**src/sv/ll1er_pkg.sv**
```systemverilog
`timescale 1ns / 1ps

package ll1er_pkg;

  // Symbol stack geometry.
  localparam int STACK_DEPTH = 64;
  localparam int CNT_W       = $clog2(STACK_DEPTH + 1);
  localparam int ADDR_W      = $clog2(STACK_DEPTH);
  localparam int SYM_W       = 6;
  localparam int MAX_LEN     = 8;
  localparam int LEN_W       = $clog2(MAX_LEN + 1);
  localparam int K_W         = $clog2(MAX_LEN);

  // Symbols are the low six bits of their ASCII code; the end marker is zero.
  localparam logic [SYM_W-1:0] SYM_END = 6'd0;
  localparam logic [SYM_W-1:0] NT_C    = 6'd3;
  localparam logic [SYM_W-1:0] NT_D    = 6'd4;
  localparam logic [SYM_W-1:0] NT_E    = 6'd5;
  localparam logic [SYM_W-1:0] NT_F    = 6'd6;
  localparam logic [SYM_W-1:0] NT_G    = 6'd7;
  localparam logic [SYM_W-1:0] NT_H    = 6'd8;
  localparam logic [SYM_W-1:0] NT_M    = 6'd13;
  localparam logic [SYM_W-1:0] NT_N    = 6'd14;
  localparam logic [SYM_W-1:0] NT_O    = 6'd15;
  localparam logic [SYM_W-1:0] NT_Q    = 6'd17;
  localparam logic [SYM_W-1:0] NT_S    = 6'd19;
  localparam logic [SYM_W-1:0] NT_V    = 6'd22;
  localparam logic [SYM_W-1:0] NT_Z    = 6'd26;
  localparam logic [SYM_W-1:0] T_A     = 6'd33;
  localparam logic [SYM_W-1:0] T_D     = 6'd36;
  localparam logic [SYM_W-1:0] T_E     = 6'd37;
  localparam logic [SYM_W-1:0] T_LPAR  = 6'd40;
  localparam logic [SYM_W-1:0] T_RPAR  = 6'd41;
  localparam logic [SYM_W-1:0] T_STAR  = 6'd42;
  localparam logic [SYM_W-1:0] T_PLUS  = 6'd43;
  localparam logic [SYM_W-1:0] T_MINUS = 6'd45;
  localparam logic [SYM_W-1:0] T_DOT   = 6'd46;
  localparam logic [SYM_W-1:0] T_ZERO  = 6'd48;
  localparam logic [SYM_W-1:0] T_ONE   = 6'd49;
  localparam logic [SYM_W-1:0] T_EIGHT = 6'd56;
  localparam logic [SYM_W-1:0] T_SEMI  = 6'd59;
  localparam logic [SYM_W-1:0] T_EQ    = 6'd61;

  localparam logic [7:0] CH_SPACE = 8'h20;
  localparam logic [7:0] CH_TAB   = 8'h09;

  localparam logic [1:0] STATUS_PARSING  = 2'd0;
  localparam logic [1:0] STATUS_ACCEPTED = 2'd1;
  localparam logic [1:0] STATUS_REJECTED = 2'd2;

  typedef enum logic [1:0] {
    ACT_MATCH,
    ACT_EXPAND,
    ACT_POP,
    ACT_REJECT
  } act_t;

  // Productions that are expanded. P_TERM replaces the top by the input itself.
  typedef enum logic [3:0] {
    P_TERM, P_S, P_GPAR, P_GN, P_E, P_NV, P_NC, P_QV, P_DC, P_D0, P_FDOT, P_FH, P_HD
  } prod_t;

  typedef struct packed {
    act_t  act;
    prod_t prod;
  } pred_t;

  typedef struct packed {
    logic take_in;
    logic reject;
    logic pop_last;
    logic pop_rd;
    logic load_tos;
    logic expand;
    logic push;
    logic out_load;
  } cmd_t;

  typedef struct packed {
    logic eot;
    logic rej;
    logic blank;
    logic foreign;
    act_t act;
    logic fits;
    logic len_one;
    logic cnt_one;
    logic k_one;
    logic out_busy;
  } sts_t;

  function automatic logic in_alphabet(input logic [7:0] c);
    logic r;
    case (c) inside
      ["a":"e"], ["0":"8"], "(", ")", "*", "+", "-", ".", ";", "=": r = 1'b1;
      default: r = 1'b0;
    endcase
    return r;
  endfunction

  // Table entry for nonterminal nt on terminal t.
  function automatic pred_t predict(input logic [SYM_W-1:0] nt, input logic [SYM_W-1:0] t);
    logic  is_v;
    logic  is_c;
    pred_t p;
    is_v = (t >= T_A) && (t <= T_D);
    is_c = (t >= T_ONE) && (t <= T_EIGHT);
    p.act  = ACT_REJECT;
    p.prod = P_TERM;
    case (nt)
      NT_S: begin
        if (is_v) p = '{ACT_EXPAND, P_S};
        else p.act = ACT_POP;
      end
      NT_G: begin
        if (t == T_LPAR) p = '{ACT_EXPAND, P_GPAR};
        else if (is_v || is_c) p = '{ACT_EXPAND, P_GN};
      end
      NT_E: begin
        if (t == T_PLUS || t == T_STAR) p = '{ACT_EXPAND, P_E};
        else p.act = ACT_POP;
      end
      NT_M: begin
        if (t == T_MINUS) p = '{ACT_EXPAND, P_TERM};
        else p.act = ACT_POP;
      end
      NT_N: begin
        if (is_v) p = '{ACT_EXPAND, P_NV};
        else if (is_c) p = '{ACT_EXPAND, P_NC};
      end
      NT_V: begin
        if (is_v) p = '{ACT_EXPAND, P_TERM};
      end
      NT_Q: begin
        if (is_v) p = '{ACT_EXPAND, P_QV};
        else p.act = ACT_POP;
      end
      NT_C: begin
        if (is_c) p = '{ACT_EXPAND, P_TERM};
      end
      NT_D: begin
        if (is_c) p = '{ACT_EXPAND, P_DC};
        else if (t == T_ZERO) p = '{ACT_EXPAND, P_D0};
      end
      NT_F: begin
        if (t == T_DOT) p = '{ACT_EXPAND, P_FDOT};
        else if (is_c || t == T_ZERO) p = '{ACT_EXPAND, P_FH};
        else p.act = ACT_POP;
      end
      NT_H: begin
        if (is_c || t == T_ZERO) p = '{ACT_EXPAND, P_HD};
        else p.act = ACT_POP;
      end
      NT_Z: begin
        if (t == T_PLUS || t == T_MINUS) p = '{ACT_EXPAND, P_TERM};
      end
      NT_O: begin
        if (t == T_PLUS || t == T_STAR) p = '{ACT_EXPAND, P_TERM};
      end
      default: p.act = ACT_REJECT;
    endcase
    return p;
  endfunction

  function automatic logic [LEN_W-1:0] prod_len(input prod_t p);
    logic [LEN_W-1:0] n;
    case (p)
      P_S, P_GPAR:                n = LEN_W'(8);
      P_E:                        n = LEN_W'(4);
      P_FDOT:                     n = LEN_W'(5);
      P_NV, P_NC, P_DC, P_D0:     n = LEN_W'(2);
      default:                    n = LEN_W'(1);
    endcase
    return n;
  endfunction

  // Symbol at position idx of the right-hand side; position 0 ends up on top.
  function automatic logic [SYM_W-1:0] prod_sym(input prod_t p, input logic [K_W-1:0] idx,
                                                input logic [SYM_W-1:0] t);
    logic [MAX_LEN*SYM_W-1:0] s;
    s = '0;
    case (p)
      P_S:    s = {NT_S, T_SEMI, NT_E, NT_G, NT_M, T_EQ, NT_Q, NT_V};
      P_GPAR: s = {T_RPAR, NT_E, NT_G, NT_M, NT_O, NT_G, NT_M, T_LPAR};
      P_GN:   s[5:0] = NT_N;
      P_E:    s[23:0] = {NT_E, NT_G, NT_M, NT_O};
      P_NV:   s[11:0] = {NT_Q, NT_V};
      P_NC:   s[11:0] = {NT_F, NT_C};
      P_QV:   s[5:0] = NT_V;
      P_DC:   s[11:0] = {NT_H, NT_C};
      P_D0:   s[11:0] = {NT_H, T_ZERO};
      P_FDOT: s[29:0] = {NT_D, NT_Z, T_E, NT_D, T_DOT};
      P_FH:   s[5:0] = NT_H;
      P_HD:   s[5:0] = NT_D;
      default: s[5:0] = t;
    endcase
    return s[idx*SYM_W +: SYM_W];
  endfunction

endpackage

```
**src/sv/ll1er_ctrl.sv**
```systemverilog
`timescale 1ns / 1ps

module ll1er_ctrl (
  input  logic             clk,
  input  logic             rst,
  input  logic             in_valid,
  output logic             in_stall,
  input  ll1er_pkg::sts_t  sts,
  output ll1er_pkg::cmd_t  cmd
);

  typedef enum logic [5:0] {
    ST_IDLE      = 6'b000001,
    ST_CHECK     = 6'b000010,
    ST_EVAL      = 6'b000100,
    ST_PUSH      = 6'b001000,
    ST_LOAD_EVAL = 6'b010000,
    ST_LOAD_DONE = 6'b100000
  } state_t;

  state_t state;
  state_t state_next;
  logic   done;
  logic   done_next;

  assign in_stall = (state != ST_IDLE) || done;

  always_comb begin
    state_next = state;
    done_next  = done;
    cmd        = '0;
    if (done) begin
      // The result waits here until the output register is free.
      if (!sts.out_busy) begin
        cmd.out_load = 1'b1;
        done_next    = 1'b0;
      end
    end else begin
      case (state)
        ST_IDLE: begin
          if (in_valid) begin
            cmd.take_in = 1'b1;
            state_next  = ST_CHECK;
          end
        end
        ST_CHECK: begin
          state_next = ST_IDLE;
          done_next  = 1'b1;
          if (sts.eot) begin
            if (!sts.rej) begin
              state_next = ST_EVAL;
              done_next  = 1'b0;
            end
          end else if (!sts.rej && !sts.blank) begin
            if (sts.foreign) begin
              cmd.reject = 1'b1;
            end else begin
              state_next = ST_EVAL;
              done_next  = 1'b0;
            end
          end
        end
        ST_EVAL: begin
          case (sts.act)
            ll1er_pkg::ACT_MATCH: begin
              if (sts.cnt_one) begin
                cmd.pop_last = 1'b1;
                state_next   = ST_IDLE;
                done_next    = 1'b1;
              end else begin
                cmd.pop_rd = 1'b1;
                state_next = ST_LOAD_DONE;
              end
            end
            ll1er_pkg::ACT_POP: begin
              cmd.pop_rd = 1'b1;
              state_next = ST_LOAD_EVAL;
            end
            ll1er_pkg::ACT_EXPAND: begin
              if (!sts.fits) begin
                cmd.reject = 1'b1;
                state_next = ST_IDLE;
                done_next  = 1'b1;
              end else begin
                cmd.expand = 1'b1;
                if (!sts.len_one) state_next = ST_PUSH;
              end
            end
            default: begin
              cmd.reject = 1'b1;
              state_next = ST_IDLE;
              done_next  = 1'b1;
            end
          endcase
        end
        ST_PUSH: begin
          cmd.push = 1'b1;
          if (sts.k_one) state_next = ST_EVAL;
        end
        ST_LOAD_EVAL: begin
          cmd.load_tos = 1'b1;
          state_next   = ST_EVAL;
        end
        ST_LOAD_DONE: begin
          cmd.load_tos = 1'b1;
          state_next   = ST_IDLE;
          done_next    = 1'b1;
        end
        default: begin
          state_next = ST_IDLE;
        end
      endcase
    end
  end

  always_ff @(posedge clk) begin
    if (rst) begin
      state <= ST_IDLE;
      done  <= 1'b0;
    end else begin
      state <= state_next;
      done  <= done_next;
    end
  end

endmodule

```
**src/sv/ll1er_datapath.sv**
```systemverilog
`timescale 1ns / 1ps

module ll1er_datapath (
  input  logic             clk,
  input  logic             rst,
  input  logic [7:0]       character,
  input  logic             end_of_text,
  output logic             out_valid,
  input  logic             out_stall,
  output logic [1:0]       status,
  input  ll1er_pkg::cmd_t  cmd,
  output ll1er_pkg::sts_t  sts
);

  logic [7:0]                       chr;
  logic                             eot;
  logic                             rej;
  logic [ll1er_pkg::SYM_W-1:0]      tos;
  logic [ll1er_pkg::CNT_W-1:0]      cnt;
  logic [ll1er_pkg::K_W-1:0]        k;
  ll1er_pkg::prod_t                 prod;
  logic [ll1er_pkg::SYM_W-1:0]      rd;
  logic [ll1er_pkg::SYM_W-1:0]      mem [ll1er_pkg::STACK_DEPTH];

  logic [ll1er_pkg::SYM_W-1:0]      t;
  ll1er_pkg::pred_t                 pred;
  logic [ll1er_pkg::LEN_W-1:0]      len;
  logic [ll1er_pkg::CNT_W:0]        need;
  logic [ll1er_pkg::ADDR_W-1:0]     wr_addr;
  logic [ll1er_pkg::ADDR_W-1:0]     rd_addr;
  logic                             fin_end;

  assign t       = eot ? ll1er_pkg::SYM_END : chr[ll1er_pkg::SYM_W-1:0];
  assign pred    = (tos == t) ? '{ll1er_pkg::ACT_MATCH, ll1er_pkg::P_TERM}
                              : ll1er_pkg::predict(tos, t);
  assign len     = ll1er_pkg::prod_len(pred.prod);
  assign need    = (ll1er_pkg::CNT_W+1)'(cnt) + (ll1er_pkg::CNT_W+1)'(len)
                   - (ll1er_pkg::CNT_W+1)'(1);
  assign wr_addr = ll1er_pkg::ADDR_W'(cnt - ll1er_pkg::CNT_W'(1));
  assign rd_addr = ll1er_pkg::ADDR_W'(cnt - ll1er_pkg::CNT_W'(2));
  assign fin_end = cmd.out_load && eot;

  assign sts.eot      = eot;
  assign sts.rej      = rej;
  assign sts.blank    = (chr == ll1er_pkg::CH_SPACE) || (chr == ll1er_pkg::CH_TAB);
  assign sts.foreign  = !ll1er_pkg::in_alphabet(chr);
  assign sts.act      = pred.act;
  assign sts.fits     = need <= (ll1er_pkg::CNT_W+1)'(ll1er_pkg::STACK_DEPTH);
  assign sts.len_one  = len == ll1er_pkg::LEN_W'(1);
  assign sts.cnt_one  = cnt == ll1er_pkg::CNT_W'(1);
  assign sts.k_one    = k == ll1er_pkg::K_W'(1);
  assign sts.out_busy = out_valid && out_stall;

  always_ff @(posedge clk) begin
    if (cmd.take_in) begin
      chr <= character;
      eot <= end_of_text;
    end
    if (cmd.expand) prod <= pred.prod;
    if (cmd.expand) begin
      k <= ll1er_pkg::K_W'(len - ll1er_pkg::LEN_W'(1));
    end else if (cmd.push) begin
      k <= k - ll1er_pkg::K_W'(1);
    end
    if (cmd.push) mem[wr_addr] <= ll1er_pkg::prod_sym(prod, k, t);
    // The bottom entry is always the end marker and is never written.
    if (cmd.pop_rd) rd <= (rd_addr == '0) ? ll1er_pkg::SYM_END : mem[rd_addr];
    if (cmd.out_load) begin
      status <= !eot           ? ll1er_pkg::STATUS_PARSING :
                (!rej && cnt == '0) ? ll1er_pkg::STATUS_ACCEPTED :
                                  ll1er_pkg::STATUS_REJECTED;
    end
  end

  always_ff @(posedge clk) begin
    if (rst || fin_end) begin
      tos <= ll1er_pkg::NT_S;
      cnt <= ll1er_pkg::CNT_W'(2);
      rej <= 1'b0;
    end else begin
      if (cmd.reject) rej <= 1'b1;
      if (cmd.pop_last) cnt <= '0;
      if (cmd.pop_rd) cnt <= cnt - ll1er_pkg::CNT_W'(1);
      if (cmd.load_tos) tos <= rd;
      if (cmd.expand && len == ll1er_pkg::LEN_W'(1)) begin
        tos <= ll1er_pkg::prod_sym(pred.prod, '0, t);
      end
      if (cmd.push) begin
        cnt <= cnt + ll1er_pkg::CNT_W'(1);
        if (k == ll1er_pkg::K_W'(1)) tos <= ll1er_pkg::prod_sym(prod, '0, t);
      end
    end
  end

  always_ff @(posedge clk) begin
    if (rst) begin
      out_valid <= 1'b0;
    end else if (cmd.out_load) begin
      out_valid <= 1'b1;
    end else if (!out_stall) begin
      out_valid <= 1'b0;
    end
  end

`ifndef SYNTHESIS
  a_cnt_bound: assert property (@(posedge clk) disable iff (rst)
    cnt <= ll1er_pkg::CNT_W'(ll1er_pkg::STACK_DEPTH))
    else $error("stack count above depth");
  a_end_resets: assert property (@(posedge clk) disable iff (rst)
    fin_end |=> (cnt == ll1er_pkg::CNT_W'(2)) && (tos == ll1er_pkg::NT_S) && !rej)
    else $error("stack not restored after end item");
  a_push_k: assert property (@(posedge clk) disable iff (rst)
    cmd.push |-> k != '0)
    else $error("push with no symbol left");
  a_load_busy: assert property (@(posedge clk) disable iff (rst)
    cmd.out_load |-> !(out_valid && out_stall))
    else $error("result overwrote a waiting result");
`endif

endmodule

```
**src/sv/ll1_expression_recognizer.sv**
```systemverilog
`timescale 1ns / 1ps

// LL(1) recognizer for assignment statements such as "a=-b*(c+1.5e-2);".
// Characters arrive one item at a time on the input channel; spaces and tabs
// are skipped, and any character outside the grammar's alphabet rejects the
// string. Every character item returns one result item with status 0. An item
// with end_of_text set drives the end marker, returns status 1 (accepted) or
// 2 (rejected), and returns the block to its reset state. The symbol stack
// holds STACK_DEPTH entries in a memory, with the top symbol in a register;
// an expansion that would overflow it rejects. An item is accepted, checked
// and has its result loaded, with its stack work in between: an expansion
// whose right-hand side holds one symbol loads it into the top register,
// and a longer one is pushed through the single write port of the stack
// memory, one symbol a cycle, with the first symbol going into the top
// register on the last write. Each pop, including the one that consumes the
// character, goes through a registered stack read, unless it empties the
// stack. Skipped blanks and items after a rejection do no stack work.
// The result register lets the next item be accepted while a result waits.

module ll1_expression_recognizer (
  input  logic       clk,
  input  logic       rst,
  input  logic       in_valid,
  output logic       in_stall,
  input  logic [7:0] character,
  input  logic       end_of_text,
  output logic       out_valid,
  input  logic       out_stall,
  output logic [1:0] status
);

  ll1er_pkg::cmd_t cmd;
  ll1er_pkg::sts_t sts;

  // Sequencer: walks one item through check, expansions, pops and result.
  ll1er_ctrl u_ctrl (
    .clk      (clk),
    .rst      (rst),
    .in_valid (in_valid),
    .in_stall (in_stall),
    .sts      (sts),
    .cmd      (cmd)
  );

  // Stack, parse table lookup and result register.
  ll1er_datapath u_datapath (
    .clk         (clk),
    .rst         (rst),
    .character   (character),
    .end_of_text (end_of_text),
    .out_valid   (out_valid),
    .out_stall   (out_stall),
    .status      (status),
    .cmd         (cmd),
    .sts         (sts)
  );

endmodule

```
**config.mk**
```make
export PLATFORM = sky130hd
export DESIGN_NAME = ll1_expression_recognizer
export DESIGN_NICKNAME = d
export VERILOG_FILES = /design/src/sv/ll1er_pkg.sv /design/src/sv/ll1er_ctrl.sv /design/src/sv/ll1er_datapath.sv /design/src/sv/ll1_expression_recognizer.sv
export SDC_FILE = /design/constraint.sdc
export NUM_CORES = 1
export LEC_CHECK = 0
export BUFFER_PORTS_ARGS = -buffer_cell sky130_fd_sc_hd__buf_2
export CAP_MARGIN = 0
export CORE_MARGIN = 2
export CORE_UTILIZATION = 55
export DETAILED_ROUTE_END_ITERATION = 16
export PLACE_DENSITY = 0.77
export SLEW_MARGIN = 15
export SYNTH_ARGS = -nofsm -noshare
export SYNTH_HDL_FRONTEND = slang
export SYNTH_SLANG_ARGS = --single-unit
```
**constraint.sdc**
```tcl
create_clock -name clk -period 4.4 [get_ports clk]
set_input_delay 0.22 -clock clk [delete_from_list [all_inputs] [get_ports clk]]
set_output_delay 0.22 -clock clk [all_outputs]
set_load 0.005 [all_outputs]
```
# Word level (Yosys, flattened, before mapping)
# Memories as Yosys holds them, arrays and structs flattened. A register that Yosys moved wholly into a read port is not among the register bits.
# Cells that the tools add are included.
totals:
  ff_bits: 40
  latchBits: 0
  ram_bits: 384
  mem_bits_ro: 64
  in_bits: 13
  out_inout_bits: 4
  wordCells: 226
  n_memories: 2
mem_list:
  columns: ["memory", "depth", "word_bits", "rd", "rd_ports_with_merged_regs", "wr", "line_no", "source"]
  rows:
  - ["u_datapath.mem", 64, 6, 1, 1, 1, "ll1er_datapath.sv:23", "logic [ll1er_pkg::SYM_W-1:0] mem [ll1er_pkg::STACK_DEPTH];"]
  - ["(no name shown)", 16, 4, 1, 0, 0, "ll1er_pkg.sv:167", "case (p)"]
op_classes:
  addsub: 7
  multipliers: 1
  div: 0
  order_cmp: 9
  n_eq_ne: 70
  n_shift: 1
  n_mux: 89
  n_bitwise: 1
  n_reduce_logical: 35
op_table:
  columns: ["op", "count"]
  rows:
  - ["$mux 6", 27]
  - ["$pmux 6 s9", 2]
  - ["$eq 8x6->1 const B", 9]
  - ["$pmux 4 s12", 1]
  - ["$shiftx 48x7->6", 1]
  - ["$pmux 11 s4", 1]
  - ["$eq 6x6->1 const B", 7]
  - ["$eq 4x4->1 const B", 10]
  - ["$pmux 18 s2", 1]
  - ["$eq 4x3->1 const B", 8]
  - ["$eq 6x3->1 const B", 5]
  - ["$eq 6x4->1 const B", 5]
  - ["$eq 6x5->1 const B", 5]
  - ["$pmux 6 s5", 1]
  - ["$mux 7", 4]
  - ["$mux 1", 27]
  - ["$pmux 5 s5", 1]
  - ["$pmux 2 s12", 1]
  - ["$mux 18", 1]
  - ["$mux 3", 6]
  - ["$pmux 6 s3", 1]
  - ["$eq 4x2->1 const B", 4]
  - ["$le 8x7->1 const B", 2]
  - ["$reduce_or 2->1", 8]
  - ["43 further kinds", 75]

# Longest topological paths before layout
# Gate-level depths: netlist (run 1).
# An unclocked memory read counts as a cell.
logic_depth:
  depth_word: 20
  mapped_depth: 25
  mapped_depth_nobuf: 23

# Hierarchy
# From an unflattened synthesis (run 1), not the netlist that was laid out.
unflattened:
  hier_cells: 1304
  hier_area_um2: 19925.4
modules_own_cells:
  columns: ["mod", "instances", "cells_each", "area_per_inst_um2", "seq_area_each_um2"]
  rows:
  - ["ll1er_datapath", 1, 1219, 19318.5, 12552.0]
  - ["ll1er_ctrl", 1, 85, 606.8, 140.1]

# Least setup slack after synthesis (run 1)
# No wires, ideal clock.
synth_timing:
  path_kind: "flip-flop to flip-flop"
  from: "register u_datapath.chr[1]"
  to: "register u_ctrl.state[2]"
  setup_ps: 121
  arrival_time_ps: 4643
  t_required_ps: 4279
  slack_ps: -364
  stages_incl_launch_ff: 23
  n_path_buf: 2
  period_less_slack_ps: 4764
  path_cell_list: "edfxtp_1 -> buf_6 -> buf_2 -> nand2_1 -> nor3_1 -> o311ai_0 -> nand2_1 -> a221oi_1 -> ha_1 -> a21boi_0 -> ha_1 -> inv_1 -> ha_1 -> inv_1 -> fa_1 -> nand2b_1 -> a21oi_1 -> xnor2_1 -> o31ai_1 -> nand3b_2 -> o31ai_4 -> o21bai_1 -> a21oi_1"
synth_via:
  elab_chain_len: 15
  elab_cells_between_ends: 78
  classes_between: "2 x add/sub; 9 x order compare; 21 x eq/ne; 31 x mux; 14 x reduce/logical; 1 x memory"
synth_rtl:
  columns: ["element", "line_no", "source"]
  rows:
  - ["start, declared", "ll1er_datapath.sv:15", "logic [7:0] chr;"]
  - ["start signal, assigned", "ll1er_datapath.sv:56", "chr <= character;"]
  - ["$mux 6", "ll1er_datapath.sv:33", "assign t = eot ? ll1er_pkg::SYM_END : chr[ll1er_pkg::SYM_W-1:0];"]
  - ["$ge 6x6->1, or another cell as far along", "ll1er_pkg.sv:107", "is_c = (t >= T_ONE) && (t <= T_EIGHT);"]
  - ["$logic_and 1x1->1 (on tied branches)", "ll1er_pkg.sv:107, ll1er_pkg.sv:106", null]
  - ["$logic_or 1x1->1 (on tied branches)", "ll1er_pkg.sv:147, ll1er_pkg.sv:151, ll1er_pkg.sv:117", null]
  - ["$mux 4 or $mux 6 (tied branches)", "ll1er_pkg.sv:147, ll1er_pkg.sv:117", null]
  - ["$mux 6 (on tied branches)", "ll1er_pkg.sv:146, ll1er_pkg.sv:116", null]
  - ["$pmux 4 s12", "ll1er_pkg.sv:110", "case (nt)"]
  - ["$mux 6", "ll1er_datapath.sv:34", "assign pred = (tos == t) ? '{ll1er_pkg::ACT_MATCH, ll1er_pkg::P_TERM}"]
  - ["$mem_v2 16x4", null, null]
  - ["$add 7x4->8", "ll1er_datapath.sv:37", "assign need = (ll1er_pkg::CNT_W+1)'(cnt) + (ll1er_pkg::CNT_W+1)'(len)"]
  - ["$sub 8x1->8", "ll1er_datapath.sv:38", "- (ll1er_pkg::CNT_W+1)'(1);"]
  - ["$le 8x7->1", "ll1er_datapath.sv:48", "assign sts.fits = need <= (ll1er_pkg::CNT_W+1)'(ll1er_pkg::STACK_DEPTH);"]
  - ["$mux 6", "ll1er_ctrl.sv:80", "if (!sts.fits) begin"]
  - ["$pmux 6 s3", "ll1er_ctrl.sv:64", "case (sts.act)"]
  - ["$pmux 6 s5", "ll1er_ctrl.sv:39", "case (state)"]
  - ["end signal, assigned", "ll1er_ctrl.sv:121", "state <= state_next;"]
  - ["end, declared", "ll1er_ctrl.sv:21", "state_t state;"]
# Several ways; a longest one is shown, not always the timed one.
# A chain may end at the register's enable or synchronous reset.

# Worst setup path in the final report (run 1)
layout_timing:
  from: "register u_datapath.chr[2]"
  to: "register u_ctrl.state[4]"
layout_via:
  elab_chain_len: 15
  elab_cells_between_ends: 54
  classes_between: "2 x add/sub; 5 x order compare; 11 x eq/ne; 27 x mux; 8 x reduce/logical; 1 x memory"
layout_rtl:
  columns: ["element", "line_no"]
  rows:
  - ["$mux 6 (*)", "ll1er_datapath.sv:33"]
  - ["$ge 6x6->1, or another cell as far along", "ll1er_pkg.sv:107"]
  - ["$logic_and 1x1->1 (on tied branches)", "ll1er_pkg.sv:107, ll1er_pkg.sv:106"]
  - ["$logic_or 1x1->1 (on tied branches)", "ll1er_pkg.sv:147, ll1er_pkg.sv:151, ll1er_pkg.sv:117"]
  - ["$mux 4 or $mux 6 (tied branches)", "ll1er_pkg.sv:147, ll1er_pkg.sv:117"]
  - ["$mux 6 (on tied branches)", "ll1er_pkg.sv:146, ll1er_pkg.sv:116"]
  - ["$pmux 4 s12", "ll1er_pkg.sv:110"]
  - ["$mux 6 (*)", "ll1er_datapath.sv:34"]
  - ["$mem_v2 16x4", null]
  - ["$add 7x4->8", "ll1er_datapath.sv:37"]
  - ["$sub 8x1->8", "ll1er_datapath.sv:38"]
  - ["$le 8x7->1", "ll1er_datapath.sv:48"]
  - ["$mux 6", "ll1er_ctrl.sv:80"]
  - ["$pmux 6 s3", "ll1er_ctrl.sv:64"]
  - ["$pmux 6 s5", "ll1er_ctrl.sv:39"]
# Every way passes the cells marked *; elsewhere a longest branch is shown, timed or not.

==> results of run 1 <==
==> worst register-to-register path: stages (launching register included) <==
cell and delay (ps):
edfxtp_1 450, buf_4 180, buf_4 140, nand2_4 70, nor3_4 50, o311ai_4 270, nand2_2 110, a221oi_4 360
ha_4 260, nand3b_1 100, and3_4 210, inv_4 40, ha_4 150, inv_4 50, ha_4 120, inv_2 40
fa_2 360, nand2b_4 160, a21oi_2 140, xnor2_1 120, o31ai_4 330, nand3b_4 140, o31ai_4 360, buf_4 190
nand2_2 60, a21oi_2 140
==> cells in the mapped netlist, types with 4 or more instances <==
cell | instances | area [um2]
dfxtp_1 | 22 | 440.4
mux2i_1 | 9 | 90.09
o22ai_1 | 10 | 62.56
nor2_1 | 130 | 488.0
a211oi_1 | 11 | 82.58
buf_2 | 18 | 90.09
or2_2 | 5 | 31.28
clkbuf_1 | 41 | 153.9
a221oi_1 | 6 | 52.55
o21ai_0 | 34 | 170.2
a31oi_1 | 8 | 50.05
mux4_2 | 126 | 2838
inv_1 | 33 | 123.9
a22oi_1 | 6 | 45.04
or3_1 | 6 | 37.54
a21oi_1 | 46 | 230.2
nand2b_1 | 18 | 112.6
nand2_1 | 66 | 247.7
xor2_1 | 8 | 70.07
edfxtp_1 | 408 | 12250
o31ai_1 | 4 | 30.03
o32ai_1 | 4 | 35.03
o311ai_0 | 4 | 35.03
xnor2_1 | 18 | 157.7
nor3b_1 | 4 | 30.03
and2_1 | 5 | 31.28
nor4b_1 | 6 | 52.55
buf_4 | 7 | 52.55
nand3_1 | 29 | 145.1
buf_1 | 10 | 37.54
o211ai_1 | 7 | 52.55
nor3_1 | 28 | 140.1
nand3b_1 | 5 | 37.54
a21o_1 | 4 | 30.03
nor4_1 | 4 | 25.02
ha_1 | 30 | 375.4
nand4_1 | 7 | 43.79
and3_1 | 9 | 56.30
mux2_2 | 6 | 67.56
nor2b_1 | 21 | 131.4
==> sequential cells by signal, indices dropped and copies added (netlist names) <==
register              count
u_ctrl.done               1
u_ctrl.state              6
u_datapath.chr            8
u_datapath.cnt            7
u_datapath.eot            1
u_datapath.k              3
u_datapath.mem          384
u_datapath.out_valid      1
u_datapath.prod           4
u_datapath.rd             6
u_datapath.rej            1
u_datapath.status         2
u_datapath.tos            6
==> final timing paths <==
path              cells past startpoint                            to                   startpoint  slack (ps)
setup / recovery                     25  u_ctrl.state[4]$_SDFFE_PP0P_  u_datapath.chr[2]$_DFFE_PP_        -260
hold / removal                        2   u_datapath.chr[7]$_DFFE_PP_                     in_valid         310
setup reg to reg                     25  u_ctrl.state[4]$_SDFFE_PP0P_  u_datapath.chr[2]$_DFFE_PP_        -260
hold reg to reg                       2   u_datapath.rej$_SDFFE_PP0P_  u_datapath.rej$_SDFFE_PP0P_         520
==> power by group through the flow <==
stage / Sequential (uW) / Combinational [uW] / Clock, uW
CTS: 4460 / 459 / 3600
floorplan: 4540 / 289 / 0
detailed placement: 4550 / 428 / 0
global placement: 4550 / 419 / 0
finish: 4470 / 497 / 3570
global route: 4470 / 533 / 3750
==> cell type report <==
cell class	instances	area, um2
flip-flops and latches	430	12700
fillers	2409	12480
multi-input cells	759	7281
repair buffers	155	1201
clock buffers	53	1114
well taps	461	576.8
clock inverters	27	252.7
inverters	33	133.9
diodes	1	2.502
==> through the flow <==
stage / area [um2] / util (%)
after floorplan: 20170 / -
after global placement: 21400 / 59.88
after detailed placement: 21400 / 59.88
after CTS: 23060 / 64.51
after global routing: 23260 / 65.07
final: 23260 / 65.08
==> cell families (layout without fill, tap and decap cells) <==
kind of cell / after synthesis / count (layout)
AND/OR/NAND/NOR: 371 / 371
other: 0 / 1
XOR/XNOR: 26 / 26
flip-flops: 430 / 430
multiplexers: 141 / 141
AO/OA/AOI/OAI: 189 / 189
buffers and inverters: 113 / 268
adder cells (fa/ha/maj): 32 / 32
==> repair_timing <==
action	4_1_cts	5_1_grt
resized for setup	19	35
setup buffers	8	6
endpoints found under the setup margin	24	24
pin swaps	18	25
hold buffers	12	0
endpoints found under the hold margin	16	0
==> routing by layer <==
| metal | share of wire [%] | vias to the layer above | wire length, um |
|---|---|---|---|
| met5 | 0 | - | 0 |
| met4 | 3.8 | 0 | 1857 |
| met3 | 7.1 | 128 | 3470 |
| met2 | 51 | 659 | 24890 |
| met1 | 39 | 6242 | 18930 |
| li1 | - | 5432 | - |
==> results.tsv, run 1 <==
stage	metric	value	unit
power_and_ir_drop	finalPower	8532	uW
grt	grt_util_met2	44.47	%
grt	global_route.overflow_total	0	
timing	fin_setup_tns	-2991	ps
clock_tree	cts_tree	built	
run_status	failed_checks	negative setup slack	
power_and_ir_drop	power_frac_seq	52.4	%
timing	rsz0062_at_grt	true	
floorplanning	start_util	56.09	%
run_status	status	complete, but fails checks	
place	place_congestion	0.9217	
timing	max_freq	214.5	MHz
grt	grt_usage	26.09	%
floorplanning	die_x	194.9	um
setup_path	end_kind	flip-flop	
synth	synthFlopType	edfxtp_1	
grt	use_met1	34.07	%
power_and_ir_drop	internal_power	6672	uW
timing	period_needed	4663	ps
synth	netlist_area	20050	um2
setup_path	slowest_delay	450	ps
setup_path	cp_top_family	compound AO/OA/AOI/OAI gates	
synth	synth_cells	1302	
route	vias	12461	
route	wl_per_cell	25.61	um
final_layout	final_net_count	1466	
final_layout	syn_to_final_growth	16.03	%
final_layout	layout_common_cells	edfxtp_1 (408), nor2_1 (129), mux4_2 (126), buf_4 (119), nand2_1 (62)	
setup_path	worstSetupPathType	flip-flop to flip-flop	
route	detail-route-antenna-nets	0	
floorplanning	die_y	194.9	um
timing	clock_skew	27.60	ps
timing	worst_pin_slew	956.7	ps
floorplanning	fp-row-count	69	
route	viasPerCell	6.493	
final_layout	drive_gt1_share	28.35	%
synth	synth.net_count	1346	
setup_path	crit_required	4910	ps
power_and_ir_drop	p_sw	1860	uW
clock_tree	cts-root-buf	clkbuf_16	
clock_tree	path_clk_slew	60	ps
power_and_ir_drop	p_leak	0.007615	uW
synth	synth-adder-area-share	2.022	%
route	drtPass1Iterations	6	
synth	synth_edf_count	408	
clock_tree	insertion_delay	570	ps
setup_path	slowest_stage	edfxtp_1	
grt	grt_first_pass_wirelength	75180	um
timing	setup_viol	24	
place	dp_hpwl	30090	um
clock_tree	numClockSinks	430	
power_and_ir_drop	peakVddDrop	380.1	uV
power_and_ir_drop	combPwrFrac	5.8	%
route	drt_iter0_drc	1327	
timing	slew_violations	0	
floorplanning	core_area	35740	um2
floorplanning	pin_count	17	
power_and_ir_drop	p_sw_share	21.80	%
synth	yosys_warnings	0	
timing	slew-limit-headroom	35.76	%
clock_tree	cts_max_level	2	
route	drt-total-wl	49140	um
setup_path	cp-start-kind	flip-flop	
synth	synth_mux_area_share	14.94	%
timing	hold_violations	0	
synth	synth_top_family_by_area	multiplexers	
grt	groute.layer.met3.usage	4.060	%
place	port_buffers	16	
final_layout	fin_cells	1919	
place	dpl_worst_slack	-343.2	ps
route	drc	0	
timing	period_share	106.0	%
synth	synth-compound-area-share	6.653	%
power_and_ir_drop	powerDensity	366.8	nW/um2
power_and_ir_drop	p_clk_share	41.8	%
synth	synth_xor_area_share	1.136	%
clock_tree	numCtsBuffers	43	
synth	synthSimpleGateAreaFrac	9.487	%
grt	antenna_found_initial	1	
min_path	hold_path.class	input port to flip-flop	
place	dp_cells	1813	
floorplanning	dieArea	37990	um2
timing	postLayoutSetupSlackWorst	-263.1	ps
grt	grt_max_degree	81	
grt	grt_pass1_vias	12635	
synth	syn_avg_cell_area	15.40	um2
clock_tree	clockBufferDepth	3	
setup_path	critical_path_arrival	5170	ps
synth	ys_types	91	
setup_path	crit_buf_inv	6	
grt	top_usage_layer	met2	
synth	synth_seq_cells	430	
setup_path	crit_fanout	6	
synth	synthArstFlopShare	0	%
job	max-cap-violations	0	
final_layout	layout_commonest_cell	edfxtp_1	
synth	ys_seq_area_share	63.31	%
timing	whs	308.9	ps
Note: power is estimated with default switching activity, not from simulation.
==> run 2: changes to the inputs <==
==> constraint.sdc (replaced) <==
create_clock -name clk -period 4.4 [get_ports clk]
set_input_delay 0.88 -clock clk [delete_from_list [all_inputs] [get_ports clk]]
set_output_delay 0.88 -clock clk [all_outputs]
set_load 0.005 [all_outputs]
==> run 2 against run 1 <==
  * The run still ends with negative setup slack left
  * Critical path depth fell by 2
  * First-iteration DRC count shrank 0.53%
  * Non-clock buffer count shrank 12
  * Final cell count fell by 0.63%
  * Largest cell class unchanged
  * Highest routed layer unchanged
==> results.tsv, run 2 (synthesized netlist as in run 1, its figures left out) <==
stage	metric	value	unit
place	dp_cells	1813	
final_layout	regMostFlops	u_datapath.mem	
grt	global_route.overflow_total	0	
route	viasPerCell	6.519	
clock_tree	cts-root-buf	clkbuf_16	
floorplanning	fp-row-count	69	
timing	slew-limit-headroom	35.90	%
grt	grt_usage	25.98	%
route	drt_iter0_drc	1320	
final_layout	syn_to_final_growth	15.42	%
timing	postLayoutSetupSlackWorst	-247.7	ps
timing	period_share	105.6	%
clock_tree	path_clk_slew	60	ps
grt	grt_first_pass_wirelength	74870	um
clock_tree	numCtsBuffers	43	
grt	antenna_found_initial	1	
setup_path	cp-start-kind	flip-flop	
min_path	hold_path.class	input port to flip-flop	
final_layout	largest_reg_flops	384	
run_status	failed_checks	negative setup slack	
final_layout	fin_cells	1907	
final_layout	drive_gt1_share	28.58	%
clock_tree	clockBufferDepth	3	
place	port_buffers	16	
timing	rsz0062_at_grt	true	
setup_path	crit_fanout	6	
job	max-cap-violations	0	
timing	clock_skew	28.69	ps
setup_path	crit_required	4910	ps
floorplanning	core_area	35740	um2
floorplanning	die_y	194.9	um
timing	worst_pin_slew	954.6	ps
place	dpl_worst_slack	-343.2	ps
final_layout	layout_commonest_cell	edfxtp_1	
setup_path	critical_path_arrival	5150	ps
clock_tree	cts_tree	built	
route	wl_per_cell	25.60	um
place	place_congestion	0.9217	
setup_path	end_kind	flip-flop	
floorplanning	start_util	56.09	%
route	vias	12431	
grt	grt_max_degree	81	
power_and_ir_drop	p_leak	0.007560	uW
power_and_ir_drop	powerDensity	368.1	nW/um2
clock_tree	insertion_delay	580	ps
power_and_ir_drop	finalPower	8516	uW
power_and_ir_drop	peakVddDrop	381.3	uV
final_layout	top_regs	u_datapath.mem x384, u_datapath.chr x8, u_datapath.cnt x7	
clock_tree	cts_max_level	2	
timing	setup_viol	20	
timing	max_freq	215.2	MHz
route	drtPass1Iterations	6	
run_status	status	complete, but fails checks	
timing	period_needed	4648	ps
final_layout	layout_common_cells	edfxtp_1 (408), nor2_1 (129), mux4_2 (126), buf_4 (120), nand2_1 (62)	
floorplanning	pin_count	17	
clock_tree	numClockSinks	430	
timing	slew_violations	0	
place	dp_hpwl	30090	um
grt	grt_pass1_vias	12548	
setup_path	worstSetupPathType	flip-flop to flip-flop	
floorplanning	die_x	194.9	um
final_layout	final_net_count	1454	
route	drc	0	
timing	fin_setup_tns	-2519	ps
route	drt-total-wl	48830	um
route	detail-route-antenna-nets	0	
floorplanning	dieArea	37990	um2
timing	hold_violations	0	
run 2: changes by cell type in the layout (fill, tap and decap cells not counted), sizes merged:
cell,change
dlygate4sd3,-12
run 2: power breakdown:
part / internal (uW) / leakage (uW) / switching [uW] / total (uW)
sequential: 4440 / 0.00389 / 25.3 / 4470
clock: 2010 / 0.000659 / 1560 / 3560
combinational: 216 / 0.00301 / 269 / 485
total: 6660 / 0.00756 / 1850 / 8520
run 2: stage by stage:
step           area [um2]  hold WS, ps  utilization [%]
6_report            23140        484.7            64.73
5_1_grt             23130        478.9            64.73
4_1_cts             22940        470.0            64.18
3_5_place_dp        21400        508.0            59.88
3_3_place_gp        21400        480.5            59.88
2_1_floorplan       20170        478.0                -
run 2: final cells by class:
type	instances	area, um2
antenna	1	2.502
timing repair buffer	143	1077
inverter	33	133.9
tap	461	576.8
sequential	430	12700
multi-input combinational	759	7281
clock inverter	27	252.7
fill	2429	12600
clock buffer	53	1114
run 2: path summary, 6_finish.rpt:
path	from	end	slack, ps	depth (start not counted)
worst max-delay path	u_datapath.chr[2]$_DFFE_PP_	u_ctrl.state[4]$_SDFFE_PP0P_	-250	23
worst min-delay path	character[7]	u_datapath.chr[7]$_DFFE_PP_	480	1
worst max register to register	u_datapath.chr[2]$_DFFE_PP_	u_ctrl.state[4]$_SDFFE_PP0P_	-250	23
worst min register to register	u_datapath.rej$_SDFFE_PP0P_	u_datapath.rej$_SDFFE_PP0P_	520	2
run 2: worst max-delay path: stages (launching register included):
cell and delay, ps:
edfxtp_1 450, buf_4 180, buf_4 140, nand2_4 70
nor3_4 50, o311a_1 370, a221oi_4 380, buf_4 200
inv_4 50, ha_4 160, a22oi_2 210, ha_4 190
inv_1 50, ha_1 280, a211oi_2 80, buf_4 140
or4_4 460, nand4_1 170, o31ai_4 110, nand3b_4 110
o31ai_4 100, buf_4 170, or3_4 360, a21oi_2 110
run 2: what timing repair did:
item | 4_1_cts | 5_1_grt
buffers inserted | 8 | 6
endpoints found under the hold margin | 0 | 0
setup endpoints to repair | 24 | 24
hold buffers | 0 | 0
resized for setup | 19 | 34
pin swaps | 18 | 24
run 2: per-layer routing:
metal	vias to the layer above	GRT usage, %	wire length [um]
li1	5415	-	-
met1	6261	34.01	19000
met2	618	44.25	24550
met3	137	4.043	3321
met4	0	9.811	1947
met5	-	0	0
